**config.mk**
```make
export PLATFORM = sky130hd
export DESIGN_NAME = fba_counters
export DESIGN_NICKNAME = d
export VERILOG_FILES = /design/src/rtl/fba_pkg.sv /design/src/rtl/fba_counters.sv
export SDC_FILE = /design/constraint.sdc
export NUM_CORES = 1
export LEC_CHECK = 0
export ABC_CLOCK_PERIOD_IN_PS = 2800
export BUFFER_PORTS_ARGS = -buffer_cell sky130_fd_sc_hd__buf_2
export CORE_MARGIN = 5
export CORE_UTILIZATION = 45
export CTS_BUF_LIST = sky130_fd_sc_hd__clkbuf_16
export DETAILED_ROUTE_END_ITERATION = 8
export GPL_TIMING_DRIVEN = 0
export PLACE_DENSITY = 0.67
export SYNTH_ARGS = -nofsm -noshare
export SYNTH_HDL_FRONTEND = slang
export SYNTH_SLANG_ARGS = --single-unit
```
**constraint.sdc**
```tcl
create_clock -name clk_i -period 2.8 [get_ports clk_i]
set_input_delay 0.14 -clock clk_i [delete_from_list [all_inputs] [get_ports clk_i]]
set_output_delay 0.14 -clock clk_i [all_outputs]
set_load 0.005 [all_outputs]
```
**src/rtl/fba_pkg.sv**
```systemverilog
// fba_pkg: shared types, codes and helpers of the fragment block allocator
// used by the allocator, its counters and its checker; no dependencies
package fba_pkg;

  localparam int unsigned MaxFrags   = 32768;
  localparam int unsigned MaxInodes  = 4096;
  localparam int unsigned FmapBytes  = MaxFrags / 8;
  localparam int unsigned ImapBytes  = MaxInodes / 8;
  localparam int unsigned FmapAw     = $clog2(FmapBytes);
  localparam int unsigned ImapAw     = $clog2(ImapBytes);
  localparam int unsigned FragAw     = $clog2(MaxFrags);

  // operations
  localparam logic [2:0] OpWriteMap  = 3'd0;
  localparam logic [2:0] OpAlloc     = 3'd1;
  localparam logic [2:0] OpMarkInode = 3'd2;
  localparam logic [2:0] OpRestart   = 3'd3;
  localparam logic [2:0] OpReadRun   = 3'd4;

  // map selects
  localparam logic [1:0] MapFree    = 2'd0;
  localparam logic [1:0] MapCluster = 2'd1;
  localparam logic [1:0] MapInode   = 2'd2;

  // register indexes
  localparam logic [2:0] RegFragPerBlock = 3'd0;
  localparam logic [2:0] RegFragSizeLog2 = 3'd1;
  localparam logic [2:0] RegDataFrags    = 3'd2;
  localparam logic [2:0] RegClusterTrack = 3'd3;
  localparam logic [2:0] RegFreeBlkStart = 3'd4;
  localparam logic [2:0] RegFreeInoStart = 3'd5;

  typedef enum logic [1:0] {
    StOk       = 2'd0,
    StNoFree   = 2'd1,
    StNotFound = 2'd2,
    StTooBig   = 2'd3
  } status_e;

  typedef struct packed {
    logic [2:0]  operation;
    logic [1:0]  map_select;
    logic [11:0] map_address;
    logic [7:0]  map_data;
    logic [18:0] size_bytes;
    logic        is_directory;
    logic [11:0] inode_number;
    logic [2:0]  run_index;
  } in_req_t;

  typedef struct packed {
    logic [1:0]  status;
    logic [14:0] frag_address;
    logic [15:0] free_blocks;
    logic [15:0] free_frags;
    logic [15:0] dir_count;
    logic [12:0] free_inodes;
    logic [15:0] run_count;
  } out_rsp_t;

  // counter update commands from the controller
  typedef struct packed {
    logic       restart;
    logic       alloc;
    logic       is_dir;
    logic       run_inc;
    logic [2:0] trail;
    logic       inode_dec;
  } cnt_cmd_t;

  function automatic logic fpb_valid(input logic [3:0] fpb);
    return (fpb == 4'd1) || (fpb == 4'd2) || (fpb == 4'd4) || (fpb == 4'd8);
  endfunction

  // mask of one block inside a byte
  function automatic logic [7:0] blk_mask(input logic [3:0] fpb);
    logic [7:0] m;
    m = 8'h00;
    unique case (fpb)
      4'd1:    m = 8'h01;
      4'd2:    m = 8'h03;
      4'd4:    m = 8'h0f;
      4'd8:    m = 8'hff;
      default: m = 8'h00;
    endcase
    return m;
  endfunction

  function automatic logic [1:0] fpb_log2(input logic [3:0] fpb);
    logic [1:0] l;
    l = 2'd0;
    unique case (fpb)
      4'd2:    l = 2'd1;
      4'd4:    l = 2'd2;
      4'd8:    l = 2'd3;
      default: l = 2'd0;
    endcase
    return l;
  endfunction

endpackage

```
**src/rtl/fba_counters.sv**
```systemverilog
// fba_counters: summary counters and free run histogram
// depends on fba_pkg
module fba_counters (
  input  logic               clk_i,
  input  logic               rst_ni,
  input  fba_pkg::cnt_cmd_t  cmd_i,
  input  logic [15:0]        free_blk_start_i,
  input  logic [12:0]        free_ino_start_i,
  input  logic [2:0]         run_sel_i,
  output logic [15:0]        free_blocks_o,
  output logic [15:0]        loose_frags_o,
  output logic [15:0]        dir_count_o,
  output logic [12:0]        free_inodes_o,
  output logic [15:0]        run_count_o
);

  logic [15:0] free_blk_q, loose_q, dir_q;
  logic [12:0] free_ino_q;
  logic [15:0] runs_q [8];
  logic [2:0]  run_addr;
  logic [16:0] loose_sum;

  // single read port into the histogram
  assign run_addr    = cmd_i.alloc ? cmd_i.trail : run_sel_i;
  assign run_count_o = runs_q[run_addr];
  assign loose_sum   = {1'b0, loose_q} + {14'd0, cmd_i.trail};

  always_ff @(posedge clk_i or negedge rst_ni) begin
    if (!rst_ni) begin
      free_blk_q <= '0;
      loose_q    <= '0;
      dir_q      <= '0;
      free_ino_q <= '0;
      for (int i = 0; i < 8; i++) runs_q[i] <= '0;
    end else if (cmd_i.restart) begin
      free_blk_q <= free_blk_start_i;
      free_ino_q <= free_ino_start_i;
      loose_q    <= '0;
      dir_q      <= '0;
      for (int i = 0; i < 8; i++) runs_q[i] <= '0;
    end else begin
      if (cmd_i.alloc) begin
        free_blk_q <= free_blk_q - 16'd1;
        if (cmd_i.is_dir && dir_q != 16'hffff) dir_q <= dir_q + 16'd1;
        loose_q <= loose_sum[16] ? 16'hffff : loose_sum[15:0];
        if (cmd_i.run_inc && runs_q[run_addr] != 16'hffff) begin
          runs_q[run_addr] <= runs_q[run_addr] + 16'd1;
        end
      end
      if (cmd_i.inode_dec && free_ino_q != 13'd0) free_ino_q <= free_ino_q - 13'd1;
    end
  end

  assign free_blocks_o = free_blk_q;
  assign loose_frags_o = loose_q;
  assign dir_count_o   = dir_q;
  assign free_inodes_o = free_ino_q;

endmodule

```
# After elaboration in Yosys (flattened, before gate mapping)
# Cells that the tools add are included.
# classes
bitwise_logic	1
order_cmp	2
n_addsub	5
n_reduce_logical	11
n_eq_ne	2
muxes	20
# ops
cell	n
128-bit two-way mux	3
16-bit two-way mux	11
128-bit bitwise mux	1
16-bit binary-select mux with 3-bit select	1
16-bit demux with 3-bit select	1
16-bit by 1-bit adder with 16-bit output, second input constant	2
16-bit inequality test, second input constant	2
13-bit two-way mux	2
16-bit by 3-bit adder with 17-bit output	1
16-bit by 1-bit subtractor with 16-bit output, second input constant	1
13-bit nonzero test	1
13-bit by 1-bit subtractor with 13-bit output, second input constant	1
2-bit nonzero test	4
4-bit greater-or-equal comparator, second input constant	1
1-bit logical AND	4
4-bit by 1-bit less-than comparator with 1-bit output, second input constant	1
3-bit NOT with 4-bit output	1
2-bit AND reduction	2
3-bit two-way mux	1
# word_totals
word_cells	53
out_inout_bits	77
in_bits	42
reg_bits	189

# Logic depth before layout (Yosys ltp)
# Gate-level depths: netlist of the first run.
# depth
depth_word	10
ltp_mapped	17
ltp_nobuf	12

# Worst setup path before layout of the first run
# Ideal clock, no wire load.
# synth_timing
path_kind	input port to flip-flop
start	in cmd_i[6] (netlist bit)
end	reg runs_q[32] (netlist bit)
n_path_buf	4
setup_time_ns	0.121
path_slack_ns	-0.748
required_time_ns	2.679
arrival_ns	3.427
path_stages	15
cell_sequence	buf_6 > mux2_2 > buf_4 > nor2_1 > a221oi_1 > o21ai_0 > ha_1 > inv_1 > a311o_1 > nor4b_2 > nand4_4 > buf_6 > and3_1 > buf_6 > a22o_1
# synth_between
elab_cells_between_ends	20
classes_between	add/sub: 1; order compare: 2; eq/ne: 1; mux: 10; bitwise: 1; reduce/logical: 5
# synth_lines
item	line_no	source
start, declared	fba_counters.sv:6	input fba_pkg::cnt_cmd_t cmd_i,
3-bit two-way mux	fba_counters.sv:24	assign run_addr = cmd_i.alloc ? cmd_i.trail : run_sel_i;
3-bit NOT with 4-bit output	--	
16-bit binary-select mux with 3-bit select	--	
16-bit two-way mux (2 in series)	--	
via run_count_o[1]	fba_counters.sv:14	output logic [15:0] run_count_o
16-bit inequality test	fba_counters.sv:46	if (cmd_i.run_inc && runs_q[run_addr] != 16'hffff) begin
1-bit logical AND	fba_counters.sv:46	
2-bit nonzero test (no source line)	--	
2-bit AND reduction (no source line)	--	
end signal, assigned by index	fba_counters.sv:47	runs_q[run_addr] <= runs_q[run_addr] + 16'd1;
end, declared	fba_counters.sv:19	logic [15:0] runs_q [8];
# The timed path passes the listed nets, and every way through them passes these cells. The select of a mux whose other input is x is not followed.
# A chain may end at the register's enable or synchronous reset.

# Final worst setup path of the first run
# layout_timing
start	reg runs_q[0] (netlist bit)
end	reg runs_q[52] (netlist bit)
# layout_between
elab_chain_cells	8
elab_cells_between_ends	12
classes_between	add/sub: 1; eq/ne: 1; mux: 7; reduce/logical: 3
# layout_rtl
item	line_no	source
16-bit binary-select mux with 3-bit select (*)	fba_counters.sv:46, fba_counters.sv:47	
16-bit two-way mux (not written as such) (*) (2 in series)	fba_counters.sv:46, fba_counters.sv:47	
16-bit by 1-bit adder with 16-bit output	fba_counters.sv:47	
128-bit bitwise mux	fba_counters.sv:47	
128-bit two-way mux	fba_counters.sv:46	
128-bit two-way mux	fba_counters.sv:42	if (cmd_i.alloc) begin
128-bit two-way mux	fba_counters.sv:35	end else if (cmd_i.restart) begin
# Mark *: on every way between the ends. The rest lies on a longest branch, timed or not. The select of a mux whose other input is x is not followed.

==> results of run 1 <==
-- cell usage in the layout (no fill, tap or decap), types with 5 or more instances in the layout --
master	n
clkbuf_16	21
ha_1	6
dfrtp_1	189
xor2_1	24
nor2_2	6
o2bb2ai_2	20
nand2_1	136
o22ai_1	6
a21oi_1	13
nand4_1	21
nor3_1	9
and3_1	10
buf_4	30
mux2i_1	21
nand2b_1	5
xnor2_1	17
nand3_1	41
and2_1	7
inv_1	26
xnor2_2	8
buf_6	27
buf_12	7
a211oi_1	11
mux4_2	5
nor2_1	62
a21oi_2	6
a21oi_4	5
buf_8	8
nor4_1	9
dlygate4sd3_1	30
clkbuf_1	16
a22o_1	68
buf_2	120
nand3b_1	7
o2bb2ai_1	21
o21ai_0	37
-- logic make-up (layout without fill, tap and decap cells) --
logic type | count (synthesis) | in the layout | share of synthesized area
simple gates | 352 | 352 | 0.1734
compound gates | 243 | 243 | 0.1953
flops | 189 | 189 | 0.4837
buf+inv | 81 | 308 | 0.04313
xor+xnor | 56 | 56 | 0.05017
mux | 33 | 33 | 0.04326
fa+ha+maj | 8 | 8 | 0.01101
-- metal layers --
metal,share of wire,up-vias,global-route usage
met5,0.00021,-,0
met4,0.029,2,0.07251
met3,0.10,98,0.08139
met2,0.46,533,0.4223
met1,0.41,4473,0.3631
li1,-,3952,-
-- final timing paths --
path                            start               end
min reg2reg                runs_q[53]        runs_q[53]
max                         runs_q[0]        runs_q[52]
min in group asynchronous      rst_ni        runs_q[55]
min                          cmd_i[0]  free_inodes_o[2]
max in group asynchronous      rst_ni       runs_q[121]
max reg2reg                 runs_q[0]        runs_q[52]
-- timing repair --
item | 4_1_cts | 5_1_grt
pin swaps | 39 | 27
setup endpoints to repair | 139 | 143
setup buffers | 29 | 12
endpoints found under the hold margin | 117 | 0
resized for setup | 74 | 78
cloned | 4 | 4
hold buffers | 30 | 0
-- critical path: stages (launching register included) --
cell,delay [ps]
dfrtp_1,370
a21oi_2,50
o31ai_4,320
o211ai_2,160
inv_2,170
ha_4,180
inv_2,30
a311o_1,360
nor4b_4,340
nand4_4,200
buf_12,200
buf_4,130
a21oi_4,170
buf_4,220
a22o_1,170
-- cell type report --
type	instances	area (sq um)
Buffer	55	454.2
Clock buffer	17	425.4
Clock inverter	15	132.6
Fill cell	1733	8635
Inverter	25	93.84
Multi-Input combinational cell	692	5316
Sequential cell	189	4730
Tap cell	280	350.3
Timing Repair Buffer	196	1484
-- through the flow --
| step | area (sq um) | cells | total power (W) | worst slack, ps |
|---|---|---|---|---|
| after CTS | 12400 | 1455 | 0.006371 | -228.8 |
| after floorplan | 9920 | 962 | 0.003459 | -214.6 |
| after global placement | 10860 | 1359 | 0.003861 | -1595 |
| after detailed placement | 10890 | 1360 | 0.003876 | -1291 |
| after global routing | 12990 | 1469 | 0.006700 | -421.2 |
| final | 12990 | 1469 | 0.006464 | -329.9 |
-- sequential cells by signal, summed over array words and instances, names as in the netlist --
signal / flops
free_blocks_o: 16
free_inodes_o: 13
loose_frags_o: 16
dir_count_o: 16
runs_q: 128
-- power breakdown --
part           switching, W  total (W)  internal [W]  leakage (nW)
Combinational      0.000732    0.00119      0.000454          2.94
Clock               0.00110    0.00239       0.00130         0.277
Sequential        0.0000810    0.00288       0.00280          2.58
==> out/metrics.csv, run 1 <==
stage,metric,value,unit
synth,Mapped Avg Cell Area,10.16,sq um
routing,DRC,0,
sta,fin crit share,1.118,
clock_network,TritonCTS clock tree,built,
outcome,status,"finished, violations left",
floorplanning,Core Area,21620,sq um
floorplanning,die area,24770,sq um
synth,Post-synth EDFFs,0,
global_route,largest net degree at the start of global routing,102,
floorplanning,die span in x,157.4,microns
finish,Antenna diodes,0,
worst_setup_path,worst-path maximum fanout,6,
place,dpl hpwl,21.85,mm
worst_setup_path,register-to-register setup slack,-330,ps
routing,Detail Route Antenna Nets,0,
job,maxcap violations,0,
clock_network,clock root cell,clkbuf_16,
sta,Setup-failing EPs final,128,
synth,share of the synthesized area in the top cell type,0.4837,
synth,Synth Instances,962,
clock_network,CTS buffer count,17,
clock_network,Max Root-Sink Buffers,2,
floorplanning,initial core utilization,0.4522,
pwr,Pwr Density,497.8,nW/um^2
sta,final slew viol count,0,
clock_network,"Reg clk slew, reported paths",70,ps
routing,drt pass-1 iters,7,
synth,sequential area share after synthesis,0.4837,
worst_setup_path,kind of critical path,reg2reg,
worst_setup_path,required time worst endpoint,3180,ps
sta,Fin. Hold Viols,0,
pwr,P_leak,5.794,nW
sta,RSZ-0062 raised after global routing,true,
routing,Initial DRC Count,1085,
synth,"top cells by area, synth","dfrtp_1, a22o_1, nand2_1",
place,gpl congestion,0.9282,
pwr,VDD IR-drop max,335.6,uV
clock_network,Num Clock Sinks,189,
synth,Seq cells post-synth,189,
worst_setup_path,R2R depth,14,
global_route,first-pass GRT wire length,51.26,mm
global_route,vias in the first global route,8865,
finish,Final #Nets,1226,
sta,Slew HR,0.2240,
sta,Worst-Margin Slew,1156,ps
clock_network,Clock Latency Late Sink,440,ps
synth,mapped cell area,9777,sq um
floorplanning,Die Ht,157.4,microns
sta,hold_ws,117.0,ps
synth,Synth cell types,70,
synth,Mapped Nets,1012,
synth,Synth warnings,0,
worst_hold_path,Hold Crit Depth,4,
sta,fin crit period,3130,ps
finish,share of cells above drive strength 1,0.2893,
worst_setup_path,startpoint types,flip-flop,
worst_hold_path,worst hold path class,in2reg,
worst_setup_path,crit end category,flip-flop,
routing,DR vias,9058,
floorplanning,Rows,54,
sta,fin worst setup slack,-329.9,ps
place,Port Buffer Count,117,
worst_setup_path,worst path arrival time,3510,ps
global_route,GRT Residual Overflow,0,
global_route,GR Util All Layers,0.2683,
synth,"Top FF cell, synth",dfrtp_1,
finish,Area Overhead vs Synth,32.83,%
synth,Async SR Flop Fraction,1.000,
finish,fin util,0.6006,
routing,Avg WL per Cell,23.22,microns
outcome,failing checks,negative setup slack,
floorplanning,IO Pins,119,
global_route,initial antenna violation count,1,
synth,dominant cell type by area after synthesis,dfrtp_1,
synth,cell with the most instances after synthesis,dfrtp_1,
sta,Fmax achieved,0.3195,GHz
routing,overall routed net length,34.11,mm
sta,Post-Route Setup TNS,-28580,ps
sta,Setup Skew,10.30,ps
synth,"top cells by count, synth","dfrtp_1, nand2_1, nor2_1",
routing,routed vias/inst,6.166,
clock_network,Max H-tree Level,4,
No activity file was read; power rests on OpenSTA's default activity.
==> inputs of run 2 (changes only) <==
RECOVER_POWER = 50   (was unset)
==> run 2 against run 1 <==
The run ends with max-capacitance violations, max-slew violations, negative setup slack left. Die area stayed put. Non-clock buffer count is the same. Clock power hardly changed. Clock skew up 1.2 ps. Cell count stayed put. Critical endpoint is now runs_q[64].
==> out/metrics.csv, run 2 (synthesized netlist as in run 1, its figures left out) <==
stage,metric,value,unit,change
finish,"commonest non-fill, non-tap cell in the layout",dfrtp_1,,
global_route,GR Util All Layers,0.2683,,unchanged
worst_setup_path,worst path arrival time,3540,ps,+30 ps
global_route,vias in the first global route,8865,,unchanged
pwr,VDD IR-drop max,333.4,uV,-0.64%
worst_setup_path,startpoint types,flip-flop,,
routing,Top Layer Used,met5,,
sta,fin crit period,3166,ps,+35.74 ps
worst_hold_path,worst hold path class,in2reg,,
place,dpl hpwl,21.85,mm,unchanged
worst_hold_path,Hold Path End,free_inodes_o[2],,
floorplanning,die area,24770,sq um,unchanged
floorplanning,Die Ht,157.4,microns,unchanged
floorplanning,Rows,54,,unchanged
sta,final slew viol count,89,,+89
sta,fin crit share,1.131,,+0.01276
finish,Antenna diodes,0,,unchanged
routing,DR vias,9024,,-0.38%
place,dpl cells,1360,,unchanged
outcome,status,"finished, violations left",,
routing,met2 WL,15.92,mm,+0.69%
floorplanning,initial core utilization,0.4522,,unchanged
sta,fin worst setup slack,-365.6,ps,-35.74 ps
finish,Largest Register,runs_q,,
worst_setup_path,crit end category,flip-flop,,
clock_network,"Reg clk slew, reported paths",70,ps,about the same
routing,Initial DRC Count,960,,-12%
routing,routed vias/inst,6.143,,-0.38%
routing,met3 WL,3.513,mm,+2.9%
worst_setup_path,crit-path cells,a21oi_2 > o31ai_4 > o211ai_2 > inv_2 > ha_4 > inv_2 > a311o_1 > nor4b_4 > nand4_4 > buf_12 > buf_6 > a31oi_4 > buf_12 > buf_8 > a22o_1,,
worst_setup_path,Worst R2R End,runs_q[64],,
worst_setup_path,R2R depth,15,,+1
clock_network,Max H-tree Level,4,,unchanged
floorplanning,Core Area,21620,sq um,unchanged
floorplanning,IO Pins,119,,unchanged
place,dpl ws,-1291,ps,unchanged
clock_network,Clock Latency Late Sink,440,ps,about the same
place,gpl congestion,0.9282,,unchanged
global_route,initial antenna violation count,1,,unchanged
finish,most frequent cells in the layout,"dfrtp_1, nand2_1, buf_2",,
global_route,first-pass GRT wire length,51.26,mm,unchanged
routing,Avg WL per Cell,23.14,microns,-0.33%
worst_hold_path,Hold Crit Depth,4,,unchanged
routing,DRT met1 WL,13.67,mm,-1.6%
sta,Slew HR,-0.4945,,-0.7186
finish,max reg flops,128,,unchanged
pwr,Pwr Density,499.9,nW/um^2,+0.42%
worst_setup_path,worst flop-to-flop path startpoint,runs_q[0],,
worst_setup_path,CP max stage delay,370,ps,about the same
clock_network,TritonCTS clock tree,built,,
finish,"Cell Count, Final, Fillers Out",1469,,unchanged
global_route,largest net degree at the start of global routing,102,,unchanged
floorplanning,die span in x,157.4,microns,unchanged
worst_setup_path,CP max-delay cell,dfrtp_1,,
finish,share of cells above drive strength 1,0.2489,,-0.04037
outcome,failing checks,"max-capacitance violations, max-slew violations, negative setup slack",,
finish,Area Overhead vs Synth,32.03,%,
job,maxcap violations,1,,+1
worst_setup_path,register-to-register setup slack,-370,ps,-40 ps
sta,Worst-Margin Slew,2242,ps,+1086 ps
clock_network,Num Clock Sinks,189,,unchanged
worst_setup_path,worst-path maximum fanout,6,,unchanged
routing,DRC,0,,unchanged
place,Port Buffer Count,117,,unchanged
global_route,GRT Residual Overflow,0,,unchanged
sta,RSZ-0062 raised after global routing,true,,
routing,overall routed net length,34.00,mm,-0.33%
sta,Fmax achieved,0.3159,GHz,-1.1%
clock_network,CTS buffer count,17,,unchanged
worst_setup_path,kind of critical path,reg2reg,,
sta,Fin. Hold Viols,0,,unchanged
pwr,P_leak,5.605,nW,-3.3%
worst_hold_path,min-delay src,cmd_i[0],,
finish,Final #Nets,1226,,unchanged
clock_network,Max Root-Sink Buffers,2,,unchanged
worst_setup_path,required time worst endpoint,3170,ps,about the same
pwr,Pwr Total,0.006452,W,-0.18%
clock_network,clock root cell,clkbuf_16,,
routing,Detail Route Antenna Nets,0,,unchanged
sta,Setup Skew,11.45,ps,+1.151 ps
routing,drt pass-1 iters,6,,-1
sta,Setup-failing EPs final,128,,unchanged
run 2: cell types whose count changed in the layout (fill, tap and decap cells not counted), sizes merged:
cell,before,now
clkbuf,40,89
buf,198,149
run 2: where the power goes:
part / switching [W] / internal, W / leakage (nW)
Combinational: 0.000733 / 0.000442 / 2.75
Sequential: 0.0000817 / 0.00280 / 2.58
Clock: 0.00110 / 0.00130 / 0.277
run 2: how the worst max path moves through the flow:
| stage | endpoint | startpoint | depth (start not counted) |
|---|---|---|---|
| after CTS | runs_q[37] | runs_q[64] | 14 |
| after detailed placement | runs_q[90] | cmd_i[3] | 14 |
| after floorplan | runs_q[54] | cmd_i[6] | 15 |
| after global routing | runs_q[126] | runs_q[0] | 13 |
| final | runs_q[64] | runs_q[0] | 15 |
| after global placement | free_blocks_o[7] | rst_ni | 1 |
run 2: per-stage QoR:
step                      cell area (sq um)  TNS [ps]  hold WS (ps)    util
after global routing                  12910    -39520         134.2  0.5970
after floorplan                        9920    -19890        -155.6       -
after detailed placement              10890   -127560         200.7  0.5038
final                                 12910    -33230         120.6  0.5970
after global placement                10860   -423480         349.3  0.5021
after CTS                             12400    -18890         80.31  0.5736
run 2: cell type report:
cell class	instances	area [sq um]
repair buffers	196	1406
fillers	1770	8712
clock buffers	17	425.4
multi-input cells	692	5316
clock inverters	15	132.6
inverters	25	93.84
well taps	280	350.3
plain buffers	55	454.2
flip-flops and latches	189	4730
run 2: worst max-delay path, delay by kind of cell (launching register included):
kind            cells  cell delay [ps]
compound gates      6             1180
fa+ha+maj           1              180
simple gates        2              550
flops               1              370
buf+inv             6              800
run 2: timing repair:
| item | 4_1_cts | 5_1_grt |
|---|---|---|
| buffers inserted | 29 | 12 |
| hold buffers | 30 | 0 |
| pin swaps | 39 | 27 |
| gates resized for setup | 74 | 78 |
| setup endpoints to repair | 139 | 143 |
| cloned | 4 | 4 |
| hold endpoints to repair | 117 | 0 |
run 2: routing by layer:
| metal | vias to the layer above | global-route usage |
|---|---|---|
| li1 | 3950 | - |
| met1 | 4432 | 0.3631 |
| met2 | 553 | 0.4223 |
| met3 | 87 | 0.08139 |
| met4 | 2 | 0.07251 |
| met5 | - | 0 |
==> inputs of run 3 (changes only) <==
ABC_CLOCK_PERIOD_IN_PS = 2600   (was 2800)
clock period = 2.6 ns   (was 2.8 ns; I/O delays follow)
==> run 3 against run 2 <==
The flow still finishes with violations (max-capacitance violations, max-slew violations, negative setup slack). Final area is 2.2% higher. Combinational power is 9% higher. Die area stayed put. Clock skew hardly changed. Critical path type unchanged. Highest routed layer unchanged.
==> out/metrics.csv, run 3 (synthesized netlist as in run 1, its figures left out) <==
stage,metric,value,unit,change
outcome,status,"finished, violations left",,
outcome,failing checks,"max-capacitance violations, max-slew violations, negative setup slack",,
worst_setup_path,worst path arrival time,3510,ps,-30 ps
pwr,switching portion of total power,0.3059,,+0.009912
finish,"commonest non-fill, non-tap cell in the layout",dfrtp_1,,
worst_setup_path,register-to-register setup slack,-600,ps,-230 ps
floorplanning,Core Area,21620,sq um,unchanged
floorplanning,Die Ht,157.4,microns,unchanged
place,Port Buffer Count,117,,unchanged
finish,Final #Nets,1236,,+0.82%
floorplanning,die span in x,157.4,microns,unchanged
pwr,Pwr Total,0.006916,W,+7.2%
clock_network,Clock Latency Late Sink,440,ps,about the same
routing,drt pass-1 iters,9,,+3
clock_network,Num Clock Sinks,189,,unchanged
global_route,largest net degree at the start of global routing,116,,+14%
worst_hold_path,worst hold path class,in2reg,,
worst_setup_path,R2R depth,15,,unchanged
floorplanning,Rows,54,,unchanged
sta,Setup-failing EPs final,128,,unchanged
clock_network,Max Root-Sink Buffers,2,,unchanged
routing,Avg WL per Cell,23.88,microns,+3.2%
worst_setup_path,worst flop-to-flop path startpoint,runs_q[64],,
sta,Setup Skew,11.62,ps,+0.1699 ps
clock_network,clock root cell,clkbuf_16,,
worst_setup_path,crit end category,flip-flop,,
routing,overall routed net length,35.27,mm,+3.7%
floorplanning,IO Pins,119,,unchanged
routing,DRC,0,,unchanged
floorplanning,initial core utilization,0.4522,,unchanged
pwr,VDD IR-drop max,430.5,uV,+29%
global_route,GRT Residual Overflow,0,,unchanged
finish,Largest Register,runs_q,,
worst_setup_path,CP max stage delay,380,ps,about the same
global_route,initial antenna violation count,2,,+1
sta,fin crit share,1.229,,+0.09836
worst_setup_path,required time worst endpoint,2920,ps,-250 ps
pwr,Comb pwr share,0.184,,+0.002
pwr,Net Switching,0.002115,W,+11%
routing,routed vias/inst,6.270,,+2.1%
worst_hold_path,min-delay src,cmd_i[0],,
sta,final slew viol count,75,,-16%
finish,Area Overhead vs Synth,34.87,%,
place,dpl hpwl,21.65,mm,-0.90%
floorplanning,die area,24770,sq um,unchanged
sta,Post-Route Setup TNS,-63300,ps,-30060 ps
worst_setup_path,startpoint types,flip-flop,,
sta,RSZ-0062 raised after global routing,true,,
sta,fin worst setup slack,-595.3,ps,-229.6 ps
finish,max reg flops,128,,unchanged
global_route,vias in the first global route,9251,,+4.4%
global_route,GR Util All Layers,0.2799,,+0.01158
pwr,power share of the sequential group,0.449,,+0.002
worst_setup_path,crit-path cells,a21oi_2 > o31ai_2 > o211ai_2 > inv_2 > ha_4 > inv_2 > a311o_1 > nor4b_4 > nand4_4 > buf_12 > buf_8 > buf_6 > and3_4 > buf_6 > a22o_1,,
place,gpl congestion,0.9025,,-2.8%
finish,share of cells above drive strength 1,0.2832,,+0.03426
pwr,Int Power,0.004801,W,+5.7%
pwr,P_leak,5.722,nW,+2.1%
sta,Worst-Margin Slew,1887,ps,-355.1 ps
routing,DR vias,9261,,+2.6%
routing,Detail Route Antenna Nets,0,,unchanged
sta,Fin. Hold Viols,0,,unchanged
clock_network,"Reg clk slew, reported paths",70,ps,about the same
finish,Antenna diodes,0,,unchanged
global_route,first-pass GRT wire length,53.21,mm,+3.8%
sta,Slew HR,-0.2578,,+0.2368
pwr,clock share of power,0.367,,-0.004
clock_network,Max H-tree Level,4,,unchanged
finish,Fillers,1721,,-2.8%
worst_hold_path,Hold Crit Depth,4,,unchanged
sta,Fmax achieved,0.3130,GHz,-0.93%
worst_setup_path,CP max-delay cell,dfrtp_1,,
clock_network,TritonCTS clock tree,built,,
job,maxcap violations,1,,unchanged
clock_network,CTS buffer count,17,,unchanged
sta,fin crit period,3195,ps,+29.62 ps
routing,Initial DRC Count,953,,-0.73%
pwr,Pwr Density,524.5,nW/um^2,+4.9%
worst_setup_path,worst-path maximum fanout,5,,-1
finish,most frequent cells in the layout,"dfrtp_1, nand2_1, buf_2",,
worst_setup_path,kind of critical path,reg2reg,,
worst_setup_path,Worst R2R End,runs_q[106],,
worst_hold_path,Hold Path End,free_inodes_o[2],,
-- run 3: cell count changes in the layout (fill, tap and decap cells not counted), moves of 4 or more --
cell	change
o2bb2ai_2	+9
clkbuf_1	-8
o2bb2ai_1	-11
buf_4	+4
buf_2	+6
inv_6	+5
-- run 3: power by group through the flow --
stage | Clock [W] | Sequential, W | Combinational [W]
6_report | 0.00254 | 0.00311 | 0.00127
3_5_place_dp | 0 | 0.00316 | 0.00102
4_1_cts | 0.00255 | 0.00310 | 0.00119
2_1_floorplan | 0 | 0.00315 | 0.000579
3_3_place_gp | 0 | 0.00316 | 0.00101
5_1_grt | 0.00265 | 0.00312 | 0.00134
-- run 3: repair_timing --
action | 4_1_cts | 5_1_grt
buffers inserted | 34 | 13
hold endpoints to repair | 103 | 0
pin swaps | 43 | 41
hold buffers | 30 | 0
resized for setup | 132 | 70
endpoints found under the setup margin | 142 | 142
cloned | 12 | 2
-- run 3: critical path, delay by kind of cell (launching register included) --
family / cells / cell delay (ps)
buf+inv: 6 / 760
simple gates: 3 / 640
flops: 1 / 380
fa+ha+maj: 1 / 170
compound gates: 5 / 1130
-- run 3: worst max path at each step --
stage | start | end | slack (ps)
after floorplan | cmd_i[6] | runs_q[54] | -400
after global placement | rst_ni | free_blocks_o[4] | -1790
after detailed placement | cmd_i[3] | runs_q[42] | -1430
after CTS | runs_q[64] | runs_q[4] | -420
after global routing | cmd_i[3] | runs_q[126] | -590
final | runs_q[64] | runs_q[106] | -600
-- run 3: final cells by class --
cell class | count | area [sq um] | share of cell area
multi-input cells | 693 | 5474 | 0.4151
flip-flops and latches | 189 | 4730 | 0.3587
repair buffers | 206 | 1520 | 0.1153
plain buffers | 54 | 478.0 | 0.03625
clock buffers | 17 | 425.4 | 0.03226
well taps | 280 | 350.3 | 0.02657
clock inverters | 13 | 115.1 | 0.008729
inverters | 25 | 93.84 | 0.007116
-- run 3: layer usage --
metal,track usage,up-vias,share of wire
li1,-,3972,-
met1,0.3771,4482,0.38
met2,0.4250,655,0.44
met3,0.08743,148,0.13
met4,0.1073,4,0.046
met5,0,-,0.00077
-- run 3: metrics by stage --
stage,setup WS [ps],cell area [sq um],instances,hold WS [ps],util
global placement,-1786,10860,1359,337.9,0.5024
detailed placement,-1426,10900,1360,137.3,0.5041
CTS,-420.8,12840,1465,72.82,0.5939
floorplan,-404.6,9926,962,-165.6,-
finish,-595.3,13190,1477,82.51,0.6099
global route,-592.6,13190,1477,118.4,0.6099
